$ cat config.mk
export PLATFORM = sky130hd
export DESIGN_NAME = lorenz_euler_integrator_top
export DESIGN_NICKNAME = d
export VERILOG_FILES = /design/src/sv/lei_pkg.sv /design/src/sv/lei_mulq.sv /design/src/sv/lorenz_euler_integrator_top.sv
export SDC_FILE = /design/constraint.sdc
export NUM_CORES = 2
export LEC_CHECK = 0
export BUFFER_PORTS_ARGS = -buffer_cell sky130_fd_sc_hd__buf_4
export CAP_MARGIN = 10
export CORE_MARGIN = 2
export CORE_UTILIZATION = 30
export CTS_CLUSTER_SIZE = 24
export DETAILED_ROUTE_END_ITERATION = 12
export PLACE_DENSITY = 0.48
export SETUP_SLACK_MARGIN = 0.2
export SLEW_MARGIN = 5
export SYNTH_ARGS = -nofsm -noshare
export SYNTH_HDL_FRONTEND = slang
export SYNTH_SLANG_ARGS = --single-unit
export TNS_END_PERCENT = 50
$ cat constraint.sdc
create_clock -name i_clk -period 21 [get_ports i_clk]
set_input_delay 1.05 -clock i_clk [delete_from_list [all_inputs] [get_ports i_clk]]
set_output_delay 1.05 -clock i_clk [all_outputs]
set_load 0.02 [all_outputs]
$ cat src/sv/lei_pkg.sv
// shared types, codes and helpers for the lorenz euler integrator
package lei_pkg;

    localparam int W_WORD = 32;
    localparam int W_GAIN = 31;
    localparam int W_OPND = 33;
    localparam int W_PROD = 2 * W_OPND;
    localparam int W_WIDE = W_PROD + 2;

    typedef logic signed [W_WIDE-1:0] t_wide;
    typedef logic signed [W_OPND-1:0] t_opnd;
    typedef logic signed [W_WORD-1:0] t_word;
    typedef logic [W_GAIN-1:0] t_gain;
    typedef logic [1:0] t_cmd;
    typedef logic [1:0] t_cfg_idx;
    typedef logic [3:0] t_op;

    typedef enum logic [1:0] {
        ST_IDLE,
        ST_RUN,
        ST_FLUSH,
        ST_DONE
    } t_state;

    localparam t_cmd CMD_STEP = 2'd0;
    localparam t_cmd CMD_LOAD = 2'd1;

    localparam t_cfg_idx CFG_SIGMA = 2'd0;
    localparam t_cfg_idx CFG_RHO   = 2'd1;
    localparam t_cfg_idx CFG_BETA  = 2'd2;
    localparam t_cfg_idx CFG_DT    = 2'd3;

    // multiply schedule, one op issued per cycle
    localparam t_op OP_DX   = 4'd0;
    localparam t_op OP_DY   = 4'd1;
    localparam t_op OP_XY   = 4'd2;
    localparam t_op OP_DZ   = 4'd3;
    localparam t_op OP_NX   = 4'd4;
    localparam t_op OP_NY   = 4'd5;
    localparam t_op OP_NZ   = 4'd6;
    localparam t_op OP_SDT  = 4'd7;
    localparam t_op OP_RZDT = 4'd8;
    localparam t_op OP_XDT  = 4'd9;
    localparam t_op OP_YDT  = 4'd10;
    localparam t_op OP_BDT  = 4'd11;

    localparam t_wide MAX_WORD = t_wide'(64'sd2147483647);
    localparam t_wide MIN_WORD = t_wide'(-64'sd2147483648);

    function automatic t_word f_sat32(input t_wide v);
        t_word r;
        if (v > MAX_WORD) begin
            r = 32'sh7fffffff;
        end else if (v < MIN_WORD) begin
            r = 32'sh80000000;
        end else begin
            r = v[W_WORD-1:0];
        end
        return r;
    endfunction

endpackage

$ cat src/sv/lei_mulq.sv
// shared signed multiplier with registered product and round-to-nearest scaling
module lei_mulq #(
    parameter int FRAC_BITS = 24
) (
    input  logic                 i_clk,
    input  lei_pkg::t_opnd       i_a,
    input  lei_pkg::t_opnd       i_b,
    output lei_pkg::t_wide       o_q
);
    import lei_pkg::*;

    logic signed [W_PROD-1:0] r_prod;
    logic signed [W_PROD-1:0] w_biased;

    always_ff @(posedge i_clk) begin
        r_prod <= i_a * i_b;
    end

    // ties go up, arithmetic shift floors
    assign w_biased = r_prod + (W_PROD'(1) <<< (FRAC_BITS - 1));
    assign o_q = W_WIDE'(w_biased >>> FRAC_BITS);

endmodule

$ cat src/sv/lorenz_euler_integrator_top.sv
// lorenz system forward-euler integrator with jacobian output
//
// input channel: i_valid / o_ready carry one word: i_cmd plus load_x/y/z.
// cmd step advances the state by one euler step, load replaces it, query
// (and the unused code) leaves it. every word yields one output word on
// o_valid / i_ready: the state after the word and eight jacobian entries.
// state and outputs are signed fixed point with FRAC_BITS fraction bits,
// gains and dt unsigned; overflow saturates. gains and dt come in on the
// write port (i_cfg_wen, i_cfg_idx, i_cfg_data); the user must see that they
// are written only while the block is idle, the block does not enforce it.
// one 33x33 multiplier is time shared under a small sequencer that issues
// one product per cycle, each written back in the cycle after its issue.
// step: 12 products, load or query: 5 products. o_valid rises once the
// last product has been written back. o_ready is high only while idle.
// a stalled output holds its word; nothing new is taken until it leaves.
// reset restores the default gains and the default starting state.
module lorenz_euler_integrator_top #(
    parameter int FRAC_BITS = 24
) (
    input  logic                 i_clk,
    input  logic                 i_rst_n,
    input  logic                 i_cfg_wen,
    input  lei_pkg::t_cfg_idx    i_cfg_idx,
    input  lei_pkg::t_gain       i_cfg_data,
    input  logic                 i_valid,
    output logic                 o_ready,
    input  lei_pkg::t_cmd        i_cmd,
    input  lei_pkg::t_word       i_load_x,
    input  lei_pkg::t_word       i_load_y,
    input  lei_pkg::t_word       i_load_z,
    output logic                 o_valid,
    input  logic                 i_ready,
    output lei_pkg::t_word       o_pos_x,
    output lei_pkg::t_word       o_pos_y,
    output lei_pkg::t_word       o_pos_z,
    output lei_pkg::t_word       o_jac_xx,
    output lei_pkg::t_word       o_jac_xy,
    output lei_pkg::t_word       o_jac_yx,
    output lei_pkg::t_word       o_jac_yy,
    output lei_pkg::t_word       o_jac_yz,
    output lei_pkg::t_word       o_jac_zx,
    output lei_pkg::t_word       o_jac_zy,
    output lei_pkg::t_word       o_jac_zz
);
    import lei_pkg::*;

    localparam longint RST_SIGMA = longint'(10) << FRAC_BITS;
    localparam longint RST_RHO   = longint'(28) << FRAC_BITS;
    localparam longint RST_BETA  = ((longint'(8) << FRAC_BITS) + 1) / 3;
    localparam longint RST_DT    = ((longint'(1) << FRAC_BITS) + 50) / 100;
    localparam longint RST_X     = ((longint'(102786) << FRAC_BITS) + 5000) / 10000;
    localparam longint RST_Y     = ((longint'(891428) << FRAC_BITS) + 50000) / 100000;
    localparam longint RST_Z     = ((longint'(308217) << FRAC_BITS) + 5000) / 10000;
    localparam t_wide  ONE_Q     = t_wide'(1) <<< FRAC_BITS;

    t_state r_state, n_state;
    t_op    r_op, n_op;
    t_op    r_wb_op;
    logic   r_wb_vld;

    t_gain r_sigma, r_rho, r_beta, r_dt;
    t_word r_x, r_y, r_z;
    t_word r_dx, r_dy, r_dz;
    t_wide r_xy;
    t_word r_jxx, r_jxy, r_jyx, r_jyy, r_jyz, r_jzx, r_jzy, r_jzz;

    logic  w_in_acc, w_out_acc, w_issue;
    t_opnd w_a, w_b;
    t_wide w_q;
    t_wide w_x, w_y, w_z;

    assign w_in_acc  = i_valid && o_ready;
    assign w_out_acc = o_valid && i_ready;
    assign w_x = W_WIDE'(r_x);
    assign w_y = W_WIDE'(r_y);
    assign w_z = W_WIDE'(r_z);

    // sequencer next state
    always_comb begin
        n_state = r_state;
        n_op    = r_op;
        case (r_state)
            ST_IDLE: begin
                if (w_in_acc) begin
                    n_state = ST_RUN;
                    n_op    = (i_cmd == CMD_STEP) ? OP_DX : OP_SDT;
                end
            end
            ST_RUN: begin
                if (r_op == OP_BDT) begin
                    n_state = ST_FLUSH;
                end else begin
                    n_op = r_op + 4'd1;
                end
            end
            ST_FLUSH: begin
                n_state = ST_DONE;
            end
            ST_DONE: begin
                if (w_out_acc) begin
                    n_state = ST_IDLE;
                end
            end
            default: begin
                n_state = ST_IDLE;
            end
        endcase
    end

    // sequencer outputs
    always_comb begin
        o_ready = 1'b0;
        o_valid = 1'b0;
        w_issue = 1'b0;
        case (r_state)
            ST_IDLE:  o_ready = 1'b1;
            ST_RUN:   w_issue = 1'b1;
            ST_DONE:  o_valid = 1'b1;
            default:  o_ready = 1'b0;
        endcase
    end

    always_ff @(posedge i_clk) begin
        if (!i_rst_n) begin
            r_state  <= ST_IDLE;
            r_op     <= OP_DX;
            r_wb_vld <= 1'b0;
        end else begin
            r_state  <= n_state;
            r_op     <= n_op;
            r_wb_vld <= w_issue;
        end
    end

    always_ff @(posedge i_clk) begin
        r_wb_op <= r_op;
    end

    // operand select for the shared multiplier
    always_comb begin
        w_a = W_OPND'(r_x);
        w_b = W_OPND'(r_y);
        case (r_op)
            OP_DX: begin
                w_a = t_opnd'({2'b00, r_sigma});
                w_b = W_OPND'(r_y) - W_OPND'(r_x);
            end
            OP_DY: begin
                w_a = W_OPND'(r_x);
                w_b = t_opnd'({2'b00, r_rho}) - W_OPND'(r_z);
            end
            OP_XY: begin
                w_a = W_OPND'(r_x);
                w_b = W_OPND'(r_y);
            end
            OP_DZ: begin
                w_a = t_opnd'({2'b00, r_beta});
                w_b = W_OPND'(r_z);
            end
            OP_NX: begin
                w_a = W_OPND'(r_dx);
                w_b = t_opnd'({2'b00, r_dt});
            end
            OP_NY: begin
                w_a = W_OPND'(r_dy);
                w_b = t_opnd'({2'b00, r_dt});
            end
            OP_NZ: begin
                w_a = W_OPND'(r_dz);
                w_b = t_opnd'({2'b00, r_dt});
            end
            OP_SDT: begin
                w_a = t_opnd'({2'b00, r_sigma});
                w_b = t_opnd'({2'b00, r_dt});
            end
            OP_RZDT: begin
                w_a = t_opnd'({2'b00, r_rho}) - W_OPND'(r_z);
                w_b = t_opnd'({2'b00, r_dt});
            end
            OP_XDT: begin
                w_a = W_OPND'(r_x);
                w_b = t_opnd'({2'b00, r_dt});
            end
            OP_YDT: begin
                w_a = W_OPND'(r_y);
                w_b = t_opnd'({2'b00, r_dt});
            end
            OP_BDT: begin
                w_a = t_opnd'({2'b00, r_beta});
                w_b = t_opnd'({2'b00, r_dt});
            end
            default: begin
                w_a = W_OPND'(r_x);
                w_b = W_OPND'(r_y);
            end
        endcase
    end

    lei_mulq #(
        .FRAC_BITS(FRAC_BITS)
    ) u_mulq (
        .i_clk(i_clk),
        .i_a  (w_a),
        .i_b  (w_b),
        .o_q  (w_q)
    );

    // configuration and state
    always_ff @(posedge i_clk) begin
        if (!i_rst_n) begin
            r_sigma <= W_GAIN'(RST_SIGMA);
            r_rho   <= W_GAIN'(RST_RHO);
            r_beta  <= W_GAIN'(RST_BETA);
            r_dt    <= W_GAIN'(RST_DT);
            r_x     <= f_sat32(W_WIDE'(RST_X));
            r_y     <= f_sat32(W_WIDE'(RST_Y));
            r_z     <= f_sat32(W_WIDE'(RST_Z));
        end else begin
            if (i_cfg_wen) begin
                case (i_cfg_idx)
                    CFG_SIGMA: r_sigma <= i_cfg_data;
                    CFG_RHO:   r_rho   <= i_cfg_data;
                    CFG_BETA:  r_beta  <= i_cfg_data;
                    CFG_DT:    r_dt    <= i_cfg_data;
                    default:   r_dt    <= r_dt;
                endcase
            end
            if (w_in_acc && i_cmd == CMD_LOAD) begin
                r_x <= i_load_x;
                r_y <= i_load_y;
                r_z <= i_load_z;
            end else if (r_wb_vld) begin
                case (r_wb_op)
                    OP_NX:   r_x <= f_sat32(w_x + w_q);
                    OP_NY:   r_y <= f_sat32(w_y + w_q);
                    OP_NZ:   r_z <= f_sat32(w_z + w_q);
                    default: r_x <= r_x;
                endcase
            end
        end
    end

    // jac_yy from dt on acceptance, and writeback of the product issued last cycle
    always_ff @(posedge i_clk) begin
        if (w_in_acc) begin
            r_jyy <= f_sat32(ONE_Q - t_wide'({1'b0, r_dt}));
        end
        if (r_wb_vld) begin
            case (r_wb_op)
                OP_DX: r_dx <= f_sat32(w_q);
                OP_DY: r_dy <= f_sat32(w_q - w_y);
                OP_XY: r_xy <= w_q;
                OP_DZ: r_dz <= f_sat32(r_xy - w_q);
                OP_SDT: begin
                    r_jxy <= f_sat32(w_q);
                    r_jxx <= f_sat32(ONE_Q - w_q);
                end
                OP_RZDT: r_jyx <= f_sat32(w_q);
                OP_XDT: begin
                    r_jzy <= f_sat32(w_q);
                    r_jyz <= f_sat32(-w_q);
                end
                OP_YDT: r_jzx <= f_sat32(w_q);
                OP_BDT: r_jzz <= f_sat32(ONE_Q - w_q);
                default: r_xy <= r_xy;
            endcase
        end
    end

    assign o_pos_x  = r_x;
    assign o_pos_y  = r_y;
    assign o_pos_z  = r_z;
    assign o_jac_xx = r_jxx;
    assign o_jac_xy = r_jxy;
    assign o_jac_yx = r_jyx;
    assign o_jac_yy = r_jyy;
    assign o_jac_yz = r_jyz;
    assign o_jac_zx = r_jzx;
    assign o_jac_zy = r_jzy;
    assign o_jac_zz = r_jzz;

    a_no_overlap: assert property (@(posedge i_clk) disable iff (!i_rst_n)
        !(o_ready && o_valid))
        else $error("input and output handshakes open together");

    a_step_starts: assert property (@(posedge i_clk) disable iff (!i_rst_n)
        (w_in_acc && i_cmd == CMD_STEP) |=> (r_state == ST_RUN && r_op == OP_DX))
        else $error("step word did not start the schedule at the first product");

    a_wb_in_run: assert property (@(posedge i_clk) disable iff (!i_rst_n)
        r_wb_vld |-> (r_state == ST_RUN || r_state == ST_FLUSH))
        else $error("writeback outside the run window");

    a_done_after_flush: assert property (@(posedge i_clk) disable iff (!i_rst_n)
        (r_state == ST_FLUSH) |=> (o_valid && r_wb_op == OP_BDT))
        else $error("output raised without the last product written");

    a_release: assert property (@(posedge i_clk) disable iff (!i_rst_n)
        w_out_acc |=> o_ready)
        else $error("block not idle after its word was taken");

endmodule

Word level (Yosys, flattened, before mapping)
Index checks and enable logic that the tools add are counted.

Bits in registers: 691. Bits in latches: 0. Memory bits (writable): 0. Memory bits (read-only): 0. Bits of input ports: 136. Logic and storage cells: 157. Memories: 0.

$add $sub $neg: 12. Multipliers: 1. Div/mod/pow operators: 0. Order comparisons: 18. Equality and inequality tests: 32. Shift operators: 0. Multiplexer cells: 36. Bitwise operators: 0. Reduce and logical (&&, ||, !) cells: 34.

Operators with widths (count): 32-bit 2-to-1 mux (23); 43-bit by 32-bit greater-than comparator with 1-bit output, second input constant (6); 43-bit by 32-bit less-than comparator with 1-bit output, second input constant (6); 33-bit one-hot mux with 7 select lines (1); 33-bit one-hot mux with 4 select lines (1); 32-bit by 42-bit adder with 43-bit output (3); 68-bit by 32-bit greater-than comparator with 1-bit output, second input constant (1); 68-bit by 32-bit less-than comparator with 1-bit output, second input constant (1); 42-bit negator with 68-bit output (1); 66-bit by 25-bit adder with 66-bit output, second input constant (1); 33-bit by 33-bit multiplier with 66-bit output (1); 32-bit by 32-bit subtractor with 33-bit output (2); 26-bit by 42-bit subtractor with 43-bit output, first input constant (1); 42-bit by 32-bit subtractor with 43-bit output (1); 42-bit by 42-bit subtractor with 43-bit output (1); 42-bit by 32-bit greater-than comparator with 1-bit output, second input constant (1); 42-bit by 32-bit less-than comparator with 1-bit output, second input constant (1); 4-bit by 3-bit == test with 1-bit output, second input constant (8); 4-bit == test, second input constant (8); 32-bit greater-than comparator, second input constant (1); 32-bit less-than comparator, second input constant (1); 2-bit AND reduction (16); 25-bit by 31-bit subtractor with 32-bit output, first input constant (1); 4-bit by 2-bit == test with 1-bit output, second input constant (3); other kinds (18) (43).

Depth between registers and ports, before layout
Word-level depth: 8. Depth in mapped cells: 44. Gate-level depth less buffers: 43.

Modules after synthesis
Synthesis repeated with hierarchy kept, for this count alone.

Cells, all modules: 11112. Area, all modules: 95437.8 sq um.

By module, submodules not included: lorenz_euler_integrator_top (times used 1, cells an instance 6773, area each 55321.8 sq um, sequential area each 17236.5 sq um); lei_mulq (times used 1, cells an instance 4339, area each 40116.0 sq um, sequential area each 860.8 sq um).

Worst setup path after synthesis
No wires, ideal clock.

Kind: reg2reg. Start: reg r_z[0], in the netlist o_pos_z[0]. End: reg u_mulq.r_prod[65]. Setup time: 0.072 ns. Arrival: 10.828 ns. Data required time: 20.928 ns. Path slack: 10.099 ns. Cell stages (with the launch flop): 42. Path buffers: 1. Path through: dfxtp_1 -> ha_1 -> fa_1 -> nand2b_1 -> a21oi_1 -> o21ai_0 -> a211oi_1 -> o21ai_0 -> a21oi_1 -> o211ai_1 -> a21o_1 -> a21oi_1 -> o311ai_1 -> clkbuf_1 -> nand2_1 -> inv_1 -> fa_1 -> inv_1 -> [6 not listed] -> inv_1 -> fa_1 -> fa_1 -> inv_1 -> fa_1 -> inv_1 -> ha_1 -> a21o_1 -> a21oi_1 -> nor2_1 -> nor2_1 -> nor3b_1 -> a2111oi_0 -> o21ai_0 -> a211oi_1 -> a21oi_1 -> a21oi_1 -> xnor2_1.

Cells in the longest elaborated chain, start to end: 3.

Ends and longest elaborated chain: start: declaration (RTL line lorenz_euler_integrator_top.sv:62) `t_word r_x, r_y, r_z;`; start signal: assignment (RTL line lorenz_euler_integrator_top.sv:217) `r_z <= f_sat32(W_WIDE'(RST_Z));`; start signal: assignment (RTL line lorenz_euler_integrator_top.sv:231) `r_z <= i_load_z;`; start signal: assignment (RTL line lorenz_euler_integrator_top.sv:236) `OP_NZ: r_z <= f_sat32(w_z + w_q);`; 32-bit by 32-bit subtractor with 33-bit output (RTL line lorenz_euler_integrator_top.sv:150, lorenz_euler_integrator_top.sv:177); 33-bit one-hot mux with 7 select lines / 33-bit one-hot mux with 4 select lines (equally long branches) (RTL line lorenz_euler_integrator_top.sv:143) `case (r_op)`; 33-bit by 33-bit multiplier with 66-bit output * (RTL line lei_mulq.sv:16) `r_prod <= i_a * i_b;`; end signal: assignment (RTL line lei_mulq.sv:16); end: declaration (RTL line lei_mulq.sv:12) `logic signed [W_PROD-1:0] r_prod;`.

Every way passes the cells marked *; elsewhere a longest branch is shown, timed or not. A chain may end at the register's enable or synchronous reset.

Worst setup path in the final report
Same ends and word-level chain as after synthesis.

==> flow_summary.toml <==
[run_status]
outcome = "finished clean"

[floorplan]
die-area_um2 = 279000
die_x_um = 528
coreArea_um2 = 274000
ios = 490
num_rows = 192
dieHeight_um = 528
initial_utilization_pct = 30.1

[timing]
tightest_slew_ns = 1.43
finalCritPeriodShare_pct = 63.2
tns_ns = 0
final-setup-viol-count = 0
hold_viol_final = 0
min_period_ns = 13.28
fin_worst_skew_ns = 0.0563
slew_headroom_pct = 4.55
slew_viol_final = 0
rsz0062_at_grt = "no"
max_freq_ghz = 0.0753

[finish]
top_register = "u_mulq.r_prod"
multi_input_area_um2 = 58400
drive_above_1_share_pct = 11.2
area_growth_pct = 14.3
seq_area_um2 = 17300
fill_cells = 28400
finalNetCount = 11400
top_regs = "u_mulq.r_prod: 43 flops, r_xy: 42 flops"
largest_reg_flops = 43

[min_path]
min-delay-start = "r_op[0]$_SDFFE_PN0P_"
hold_path_depth = 0
hold_class = "flip-flop to flip-flop"
hold_path_end = "r_wb_op[0]$_DFF_P_"

[worst_setup_path]
reg2regPathDepth = 42
cp.arrival_ns = 13.96
r2r_start = "o_pos_z[0]$_SDFFE_PN0P_"
critPathRequiredTime_ns = 21.67
reg2reg_slack_ns = 7.72
start_kind = "flip-flop"
reg2reg_to = "u_mulq.r_prod[65]$_DFF_P_"
slowest_stage = "a21oi_1"
end_kind = "flip-flop"
critPathKind = "flip-flop to flip-flop"
crit_path_frequent_cell = "fa_1"
crit_fanout = 26
cp_slowest_stage_delay_ns = 0.60

[grt]
grt.total_usage_pct = 29.1
grt_pass1_wl_um = 572000
antenna_found_initial = 23
grt_pass1_vias = 73200
overflow = 0
grt_max_degree = 104

[logic_synthesis]
netlist_instances = 9197
synth-seq-cells = 668
syn_area_um2 = 82400
yosysTopAreaCell = "fa_1"
yosys_warnings = 0
avgSynthCellArea_um2 = 8.96
synth_async_sr_flop_share_pct = 0
synthTopCellsByArea = "fa_1 (28%), edfxtp_1 (14%), ha_1 (7.5%)"
ys_seq_area_share_pct = 21.0
yosysUniqueCellTypes = 106
synth_top_flop_cell = "edfxtp_1"
synth_fp_nets = 11000
synth_top_area_share_pct = 28.0
synth_edf_count = 394

[clock_tree]
cts_tree = "done"
cts_buffers = 80
insertion_delay_ns = 0.76
root_buffer = "clkbuf_16"
cts_setup_buffers = 0
htree_levels = 3
holdBufCountCts = 0
post_cts_resized = 0
clockBufferDepth = 3
clk_pin_slew_ns = 0.06
cts_sinks = 668

[routing]
drtAntennaViolNets = 0
vias = 72400
routedWlPerCell_um = 31.2
drt_pass1_iterations = 10
drt_iter0_markers = 7009
remaining_drc_errors = 0
via_per_inst = 5.47
drt_wl_total_um = 413000

[run]
drv_cap = 0

[placed_design]
numPortBuffers = 489
place_congestion = 1.03
hpwl_um = 327000
-- per-stage QoR --
| step | utilization, % | std cells | setup WS, ns | cell area (µm²) | hold WS [ns] |
|---|---|---|---|---|---|
| finish | 34.4 | 13200 | 7.72 | 94300 | 0.438 |
| global route | 34.4 | 13200 | 7.21 | 94200 | 0.433 |
| CTS | 34.4 | 13200 | 7.89 | 94200 | 0.428 |
| detailed placement | 33.4 | 13100 | 7.97 | 91500 | 0.420 |
| global placement | 33.4 | 13100 | 7.98 | 91500 | 0.421 |
| floorplan | - | 9197 | 10.10 | 82400 | 0.368 |
-- cell usage in the layout, fill, tap and decap left out, types with 81 or more instances in the layout --
| master | netlist | final |
|---|---|---|
| xnor2_1 | 279 | 274 |
| clkbuf_16 | 0 | 81 |
| inv_1 | 1449 | 1449 |
| and2_1 | 165 | 165 |
| o21ai_0 | 280 | 270 |
| fa_1 | 1152 | 1151 |
| edfxtp_1 | 394 | 394 |
| dfxtp_1 | 274 | 274 |
| xor2_1 | 119 | 110 |
| nor2_1 | 451 | 438 |
| a21o_1 | 156 | 155 |
| nand2_1 | 1342 | 1335 |
| a21boi_0 | 113 | 112 |
| a21oi_1 | 488 | 485 |
| buf_4 | 7 | 765 |
| ha_1 | 497 | 497 |
| nand3_1 | 154 | 152 |
| nor3_1 | 120 | 117 |
-- metal layers --
metal | wire [µm] | part of all wire, % | track usage (%)
met1 | 165000 | 40 | 36.6
met2 | 189000 | 46 | 46.7
met3 | 27900 | 6.8 | 4.45
met4 | 30800 | 7.5 | 18.0
met5 | 40 | 0.0097 | 0
-- worst max path at each step --
stage	end	cells past startpoint	slack [ns]	start
2_1_floorplan	u_mulq.r_prod[65]$_DFF_P_	41	10.10	o_pos_z[0]$_SDFFE_PN0P_
3_3_place_gp	u_mulq.r_prod[65]$_DFF_P_	39	7.98	o_pos_x[1]$_SDFFE_PN0P_
3_5_place_dp	u_mulq.r_prod[65]$_DFF_P_	42	7.97	o_pos_z[0]$_SDFFE_PN0P_
4_1_cts	u_mulq.r_prod[65]$_DFF_P_	42	7.89	o_pos_z[0]$_SDFFE_PN0P_
5_1_grt	u_mulq.r_prod[65]$_DFF_P_	42	7.21	o_pos_z[0]$_SDFFE_PN0P_
6_report	u_mulq.r_prod[65]$_DFF_P_	42	7.72	o_pos_z[0]$_SDFFE_PN0P_
-- Yosys cell counts, drive strengths merged (17+ instances only) --
master and number:
nand2 1342, nand4 71, a21o 156, nor2 452, or2 25, a21boi 116
a211o 20, xor2 121, nor3b 22, a221oi 25, nor4 50, ha 497
nand3 161, nor2b 76, edfxtp 394, and2 167, nor3 125, o31ai 44
dfxtp 274, o221ai 54, o21a 54, inv 1454, nand2b 74, fa 1152
a22oi 20, o21ai 318, o211ai 43, mux2i 28, or4 17, a31oi 59
or3 29, and3 49, a222oi 70, a21oi 488, o21bai 65, and4 24
buf 41, a211oi 54, xnor2 283, clkbuf 430
-- kinds of logic (layout without fill, tap and decap cells) --
family                     after synthesis  after routing  synth area share (%)
DFF                                    668            668                  21.0
adders and majority gates             1649           1649                  35.5
other                                    0              9                     0
buffers and inverters                 1933           2378                  8.90
muxes                                   35             35                 0.436
and+or+nand+nor                       2709           2709                  15.1
xor gates and xnor gates               404            404                  4.36
AOI/OAI and AO/OA                     1799           1799                  14.7
-- critical path: cells and delay by family (launching register included) --
kind,cells,cell delay [ns]
adder cells (fa/ha/maj),11,5.20
AND/OR/NAND/NOR,5,0.78
multiplexers,1,0.26
XOR/XNOR,1,0.13
flip-flops,1,0.37
buffers and inverters,7,0.97
AO/OA/AOI/OAI,17,5.43
-- final cells by class --
cell class,count,area share [%]
diodes,9,0.0239
clock buffers,101,2.28
clock inverters,48,0.607
inverters,1462,5.82
multi-input cells,6596,62.0
flip-flops and latches,668,18.4
well taps,3589,4.76
repair buffers,767,6.13
Power is not shown: default switching activity piles up to over one toggle a cycle in this logic, so the estimate is an artifact.
